**config.mk**
```make
export PLATFORM = sky130hd
export DESIGN_NAME = fsq_mod_unit
export DESIGN_NICKNAME = d
export VERILOG_FILES = /design/src/hdl/assert_macros.svh /design/src/hdl/fsq_pkg.sv /design/src/hdl/fsq_mod_unit.sv
export SDC_FILE = /design/constraint.sdc
export NUM_CORES = 1
export LEC_CHECK = 0
export ABC_CLOCK_PERIOD_IN_PS = 3070
export BUFFER_PORTS_ARGS = -buffer_cell sky130_fd_sc_hd__buf_2
export CAP_MARGIN = 20
export CORE_ASPECT_RATIO = 0.6
export CORE_MARGIN = 2
export CORE_UTILIZATION = 30
export DETAILED_ROUTE_END_ITERATION = 16
export PLACE_DENSITY = 0.58
export SETUP_SLACK_MARGIN = 0.15
export SLEW_MARGIN = 10
export SYNTH_ARGS = -nofsm -noshare
export SYNTH_HDL_FRONTEND = slang
export SYNTH_SLANG_ARGS = --single-unit
```
**constraint.sdc**
```tcl
create_clock -name clock -period 3.07 [get_ports clock]
set_input_delay 0.307 -clock clock [delete_from_list [all_inputs] [get_ports clock]]
set_output_delay 0.307 -clock clock [all_outputs]
set_load 0.02 [all_outputs]
```
**src/hdl/assert_macros.svh**
```systemverilog
// assertion helpers shared by the rtl
`ifndef ASSERT_MACROS_SVH
`define ASSERT_MACROS_SVH

// property that must hold at every clock edge out of reset
`define ASSERT_ALWAYS(label, prop, msg) \
   label: assert property (@(posedge clock) disable iff (reset) (prop)) else $error(msg);

// consequent must hold in the cycle after the antecedent
`define ASSERT_NEXT(label, ante, cons, msg) \
   label: assert property (@(posedge clock) disable iff (reset) (ante) |=> (cons)) \
      else $error(msg);

`endif

```
**src/hdl/fsq_pkg.sv**
```systemverilog
package fsq_pkg;

   // default sizes
   localparam int MAX_FRAMES_DEF = 64;
   localparam int TIME_BITS_DEF  = 24;

   // fixed field widths
   localparam int ACC_W     = 32;
   localparam int RECT_W    = 64;
   localparam int AMOUNT_W  = 24;
   localparam int INDEX_W   = 6;
   localparam int REQ_DATA_W = 88;
   localparam int RSP_DATA_W = 72;
   localparam int RSP_USER_W = 3;

   // item kinds
   localparam logic [1:0] MODE_APPEND = 2'd0;
   localparam logic [1:0] MODE_TICK   = 2'd1;
   localparam logic [1:0] MODE_DELAY  = 2'd2;

   // clamp a 34-bit signed result to the signed 32-bit range
   function automatic logic [ACC_W-1:0] sat_acc(input logic [ACC_W+1:0] v);
      logic [ACC_W-1:0] res;
      if (v[ACC_W+1:ACC_W-1] == 3'b000 || v[ACC_W+1:ACC_W-1] == 3'b111) begin
         res = v[ACC_W-1:0];
      end else if (v[ACC_W+1]) begin
         res = {1'b1, {(ACC_W-1){1'b0}}};
      end else begin
         res = {1'b0, {(ACC_W-1){1'b1}}};
      end
      return res;
   endfunction

endpackage

```
**src/hdl/fsq_mod_unit.sv**
```systemverilog
module fsq_mod_unit #(
   parameter int DVD_W = fsq_pkg::ACC_W - 1,
   parameter int DVS_W = fsq_pkg::TIME_BITS_DEF + 7
) (
   input  logic             clock,
   input  logic             reset,
   input  logic             start,
   input  logic [DVD_W-1:0] dividend,
   input  logic [DVS_W-1:0] divisor,
   output logic             done,
   output logic [DVS_W-1:0] remainder
);

   localparam int STEP_W = $clog2(DVD_W + 1);

   logic              busy_ff, busy_in;
   logic              done_ff, done_in;
   logic [STEP_W-1:0] step_ff, step_in;
   logic [DVD_W-1:0]  dvd_ff, dvd_in;
   logic [DVS_W-1:0]  dvs_ff, dvs_in;
   logic [DVS_W-1:0]  rem_ff, rem_in;
   logic [DVS_W:0]    trial;
   logic [DVS_W:0]    diff;
   logic              fits;

   // one restoring step per cycle, dividend msb first
   assign trial = {rem_ff, dvd_ff[DVD_W-1]};
   assign diff  = trial - {1'b0, dvs_ff};
   assign fits  = trial >= {1'b0, dvs_ff};

   always_comb begin
      busy_in = busy_ff;
      done_in = 1'b0;
      step_in = step_ff;
      dvd_in  = dvd_ff;
      dvs_in  = dvs_ff;
      rem_in  = rem_ff;
      if (start) begin
         dvd_in  = dividend;
         dvs_in  = divisor;
         rem_in  = '0;
         step_in = STEP_W'(DVD_W);
         busy_in = 1'b1;
      end else if (busy_ff) begin
         rem_in  = fits ? diff[DVS_W-1:0] : trial[DVS_W-1:0];
         dvd_in  = dvd_ff << 1;
         step_in = step_ff - 1'b1;
         if (step_ff == STEP_W'(1)) begin
            busy_in = 1'b0;
            done_in = 1'b1;
         end
      end
   end

   // control state
   always_ff @(posedge clock) begin
      if (reset) begin
         busy_ff <= 1'b0;
         done_ff <= 1'b0;
      end else begin
         busy_ff <= busy_in;
         done_ff <= done_in;
      end
   end

   // operands and partial remainder
   always_ff @(posedge clock) begin
      step_ff <= step_in;
      dvd_ff  <= dvd_in;
      dvs_ff  <= dvs_in;
      rem_ff  <= rem_in;
   end

   assign done      = done_ff;
   assign remainder = rem_ff;

endmodule

```
# Word-level counts from Yosys, hierarchy flattened
# Index checks and enable logic that the tools add are counted.
dict set report word_totals {
  wordCells 20
  out_inout_bits 32
  ff_bits 100
}
dict set report classes {
  n_eq_ne 1
  muxes 7
  n_reduce_logical 2
  n_addsub 2
  bitwise_logic 1
  magnitude_cmp 1
}
# op count
set ops {}
lappend ops {{2-to-1 mux 31 bit} 3}
lappend ops {{greater-or-equal comparator 32 x 31 -> 1 bit} 1}
lappend ops {{subtractor 31 bit} 1}
lappend ops {{== test 5 x 1 -> 1 bit, second input constant} 1}
lappend ops {{subtractor 5 x 1 -> 5 bit, second input constant} 1}
lappend ops {{2-to-1 mux 1 bit} 4}
lappend ops {{OR reduction 3 bit} 1}
lappend ops {{nonzero test 2 bit} 1}
lappend ops {{inverter 1 bit} 1}

# Longest topological paths before layout
dict set report depth {
  depth_word 4
  mapped_depth 14
}

# Least setup slack after synthesis
# Ideal clock, no wire load.
dict set report synth_path {
  kind {reg-to-reg}
  from {register rem_ff[1], in the netlist remainder[1]}
  to {register rem_ff[11], in the netlist remainder[11]}
  stages_incl_launch_ff 13
  setup_time_ns 0.086
  arrival_time_ns 2.680
  path_slack_ns 0.305
  n_path_buf 2
  required_time_ns 2.984
  path_cell_list {dfxtp_1 ha_1 nor2b_4 o31a_1 o31ai_4 nand3_2 a21boi_4 a21oi_2 or2_1 buf_6 buf_12 mux2i_1 a211oi_1}
}
dict set report synth_via {
  elab_chain_cells 2
}
# item line
set synth_lines {}
lappend synth_lines {{start: declaration} fsq_mod_unit.sv:21} ;# logic [DVS_W-1:0] rem_ff, rem_in;
lappend synth_lines {{start signal: assignment} fsq_mod_unit.sv:71} ;# rem_ff <= rem_in;
lappend synth_lines {{subtractor 31 bit or greater-or-equal comparator 32 x 31 -> 1 bit (tied branches)} {fsq_mod_unit.sv:28, fsq_mod_unit.sv:29}}
lappend synth_lines {{2-to-1 mux 31 bit *} fsq_mod_unit.sv:45} ;# rem_in = fits ? diff[DVS_W-1:0] : trial[DVS_W-1:0];
# Mark *: on every way between the ends. The rest lies on a longest branch, timed or not.
# A chain may end at the register's enable or synchronous reset.

# Worst setup path in the final report
dict set report layout_path {
  from {register dvs_ff[0]}
  to {register rem_ff[21], in the netlist remainder[21]}
}
dict set report layout_via {
  elab_chain_cells 2
}
# item line
set layout_lines {}
lappend layout_lines {{start: declaration} fsq_mod_unit.sv:20} ;# logic [DVS_W-1:0] dvs_ff, dvs_in;
lappend layout_lines {{start signal: assignment} fsq_mod_unit.sv:70} ;# dvs_ff <= dvs_in;
lappend layout_lines {{subtractor 31 bit or greater-or-equal comparator 32 x 31 -> 1 bit (tied branches)} {fsq_mod_unit.sv:28, fsq_mod_unit.sv:29}}
lappend layout_lines {{2-to-1 mux 31 bit *} fsq_mod_unit.sv:45}
# Marks and branches as above.

==> summary.txt <==
Placed design
  • Port bufs: 96
  • Gp weighted congestion: approximately 0.9
  • Post-DP HPWL: around 11000 um

STA
  • Fin. Hold Viols: 0
  • Worst-Margin Slew: ~760 ps
  • Max Clock Skew: 10.7 ps
  • Hold WS: 112 ps
  • Slew Limit Fails: 0
  • RSZ-0062 raised after global routing: yes
  • TNS Setup: 0 ps
  • Worst slew margin: 0.490
  • Final period util: 0.933
  • Final setup viols: 0
  • Fmax: 0.349 GHz
  • Min cycle time layout: approximately 2900 ps

Synthesis
  • Syn nets: between 600 and 700
  • Area contributors post-synth: edfxtp_1 (32%), dfxtp_1 (13%), ha_1 (7.0%)
  • Syn_area_per_cell: ~10 um2
  • Yosys top cell by area: edfxtp_1
  • Register area share after synthesis: 0.445
  • Seq cells post-synth: 100
  • Async SR Flop Fraction: 0
  • Top cells by count, synth: edfxtp_1 (62), nor2_1 (54), inv_1 (40)
  • Count leader, synth: edfxtp_1
  • Synth Flop Type: edfxtp_1
  • Synth unique cells: 64
  • Synth top area share: 0.316
  • Post-Syn Area: ~0.0059 mm2
  • Post-synth EDFFs: a little over 60
  • Mapped Cells: 577
  • Yosys warns: 0

Global route
  • Remaining Overflow, GRT: 0
  • First-pass GRT wire length: about 24000 um
  • Vias in the first global route: roughly 4300
  • Met2 Resource Use GR: 0.188
  • GRT met1 Usage: 0.233
  • M3 GR Usage: 0.0432
  • Largest net degree at the start of global routing: 47
  • Total track usage: 0.147
  • Grt peak-use layer: met1
  • Initial antenna violation count: 0

Critical path
  • Crit Path Max Fanout: 5
  • WP data arrival: roughly 3100 ps
  • Critical setup path kind: flop to flop
  • Worst setup EP type: flop
  • Critical Path Start Type: flop
  • Worst EP required: ~3400 ps

Detailed routing
  • Post-detailed-route count of antenna-violating nets: 0
  • First drt pass iteration count: 4
  • Routed vias/inst: between 4 and 5
  • Drt wl/cell: between 15 and 20 um
  • Total number of vias: 4673
  • Initial drt markers: 275
  • Total wire length: around 15000 um
  • DRC viols: 0

Floorplanning
  • Die Area: ~0.021 mm2
  • Die W: about 190 um
  • Ports: 97
  • Starting Density: 0.308
  • Die height: about 110 um
  • Core area: about 0.019 mm2
  • Standard-cell row count: 39

Power
  • Peak supply drop: ~0.3 mV
  • Power density cells: around 540 mW/mm2
  • Leakage: ~3 nW

Run
  • Max-cap violation count: 0

Finish
  • Syn-to-layout area delta: 21.2%
  • Final nets: ~800
  • Layout cells sized above 1: 0.294
  • Diodes inserted: 0
  • Finished Core Util: 0.374

Clocking
  • Clk root buf: clkbuf_16
  • H-Tree Level Count: 3
  • CTS tree: done
  • Post-CTS Hold Buffers: 0
  • Clock Path Buffers: 2
  • Worst-path clk slew: ~80 ps
  • CTS buffer count: 9
  • Clk Latency, worst-skew pair: 360 ps
  • TritonCTS Sinks: 100

Outcome
  • Status: completed

Worst hold path
  • Hold crit path type: input pin to flop
## report_power, final
group	internal [mW]	switching, mW
logic	0.450	0.582
registers	1.56	0.0692
clock network	0.643	0.557
total	2.65	1.21
## timing repair
item,4_1_cts,5_1_grt
setup buffers,2,6
pin swaps,1,17
endpoints found under the setup margin,17,30
gates resized for setup,1,15
## path summary, 6_finish.rpt
kind / from / endpoint / slack (ps) / depth (start not counted)
max: dvs_ff[0] / remainder[21] / 210 / 11
min: divisor[27] / dvs_ff[27] / 110 / 1
max reg2reg: dvs_ff[0] / remainder[21] / 210 / 11
min reg2reg: step_ff[4] / step_ff[4] / 520 / 2
## logic make-up (layout without fill, tap and decap cells)
logic type | count (synthesis) | count (layout) | share of synthesized area
buf+inv | 70 | 181 | 0.0513
compound gates | 144 | 144 | 0.172
mux | 48 | 48 | 0.0881
simple gates | 156 | 156 | 0.134
fa+ha+maj | 34 | 34 | 0.0734
xor+xnor | 25 | 25 | 0.0371
flops | 100 | 100 | 0.445
## cells in the final DEF, fill, tap and decap left out, types with 15 or more instances in the layout
cell type / instances
o21ai_0: 20
buf_2: 95
a211oi_1: 17
buf_4: 28
ha_1: 31
xnor2_1: 17
nor2_1: 54
nand2_1: 30
a21oi_1: 36
edfxtp_1: 62
inv_1: 39
dfxtp_1: 37
mux2_2: 31
mux2i_1: 16
a21o_1: 15
## flip-flops by register name, indices dropped and copies added (netlist names)
name	count
done	1
remainder	31
busy_ff	1
step_ff	5
dvd_ff	31
dvs_ff	31
## per-layer routing
metal | vias to the layer above | part of all wire | routed length (um)
met1 | 2221 | 0.56 | 8310
met5 | - | 0 | 0
met3 | 12 | 0.057 | 841
met4 | 0 | 0.010 | 151
li1 | 2321 | - | -
met2 | 119 | 0.37 | 5520
## area by class of cell
type / count / area, um2
Sequential cell: 100 / 2620
Clock buffer: 9 / 225
Inverter: 40 / 150
Fill cell: 1951 / 12000
Tap cell: 266 / 333
Timing Repair Buffer: 125 / 708
Multi-Input combinational cell: 407 / 3030
Clock inverter: 7 / 80.1
## stage by stage
stage / area, um2 / instances / worst slack (ps) / power (mW)
detailed placement: 6720 / 930 / 84.1 / 2.64
floorplan: 5900 / 577 / 305 / 2.35
global route: 7150 / 954 / 72.0 / 4.09
global placement: 6720 / 930 / 199 / 2.64
CTS: 7040 / 948 / 157 / 3.86
finish: 7150 / 954 / 206 / 3.86
## worst max-delay path: stages, from the launching register on
cell and delay [ps]:
edfxtp_1 420, ha_4 190, fa_2 420, nor2b_4 130, o31a_1 220, o31ai_4 100
nand3_2 110, a21boi_4 70, a21oi_2 280, nor2_4 70, or4_1 550, a311oi_2 240
Note: power is estimated with default switching activity, not from simulation.
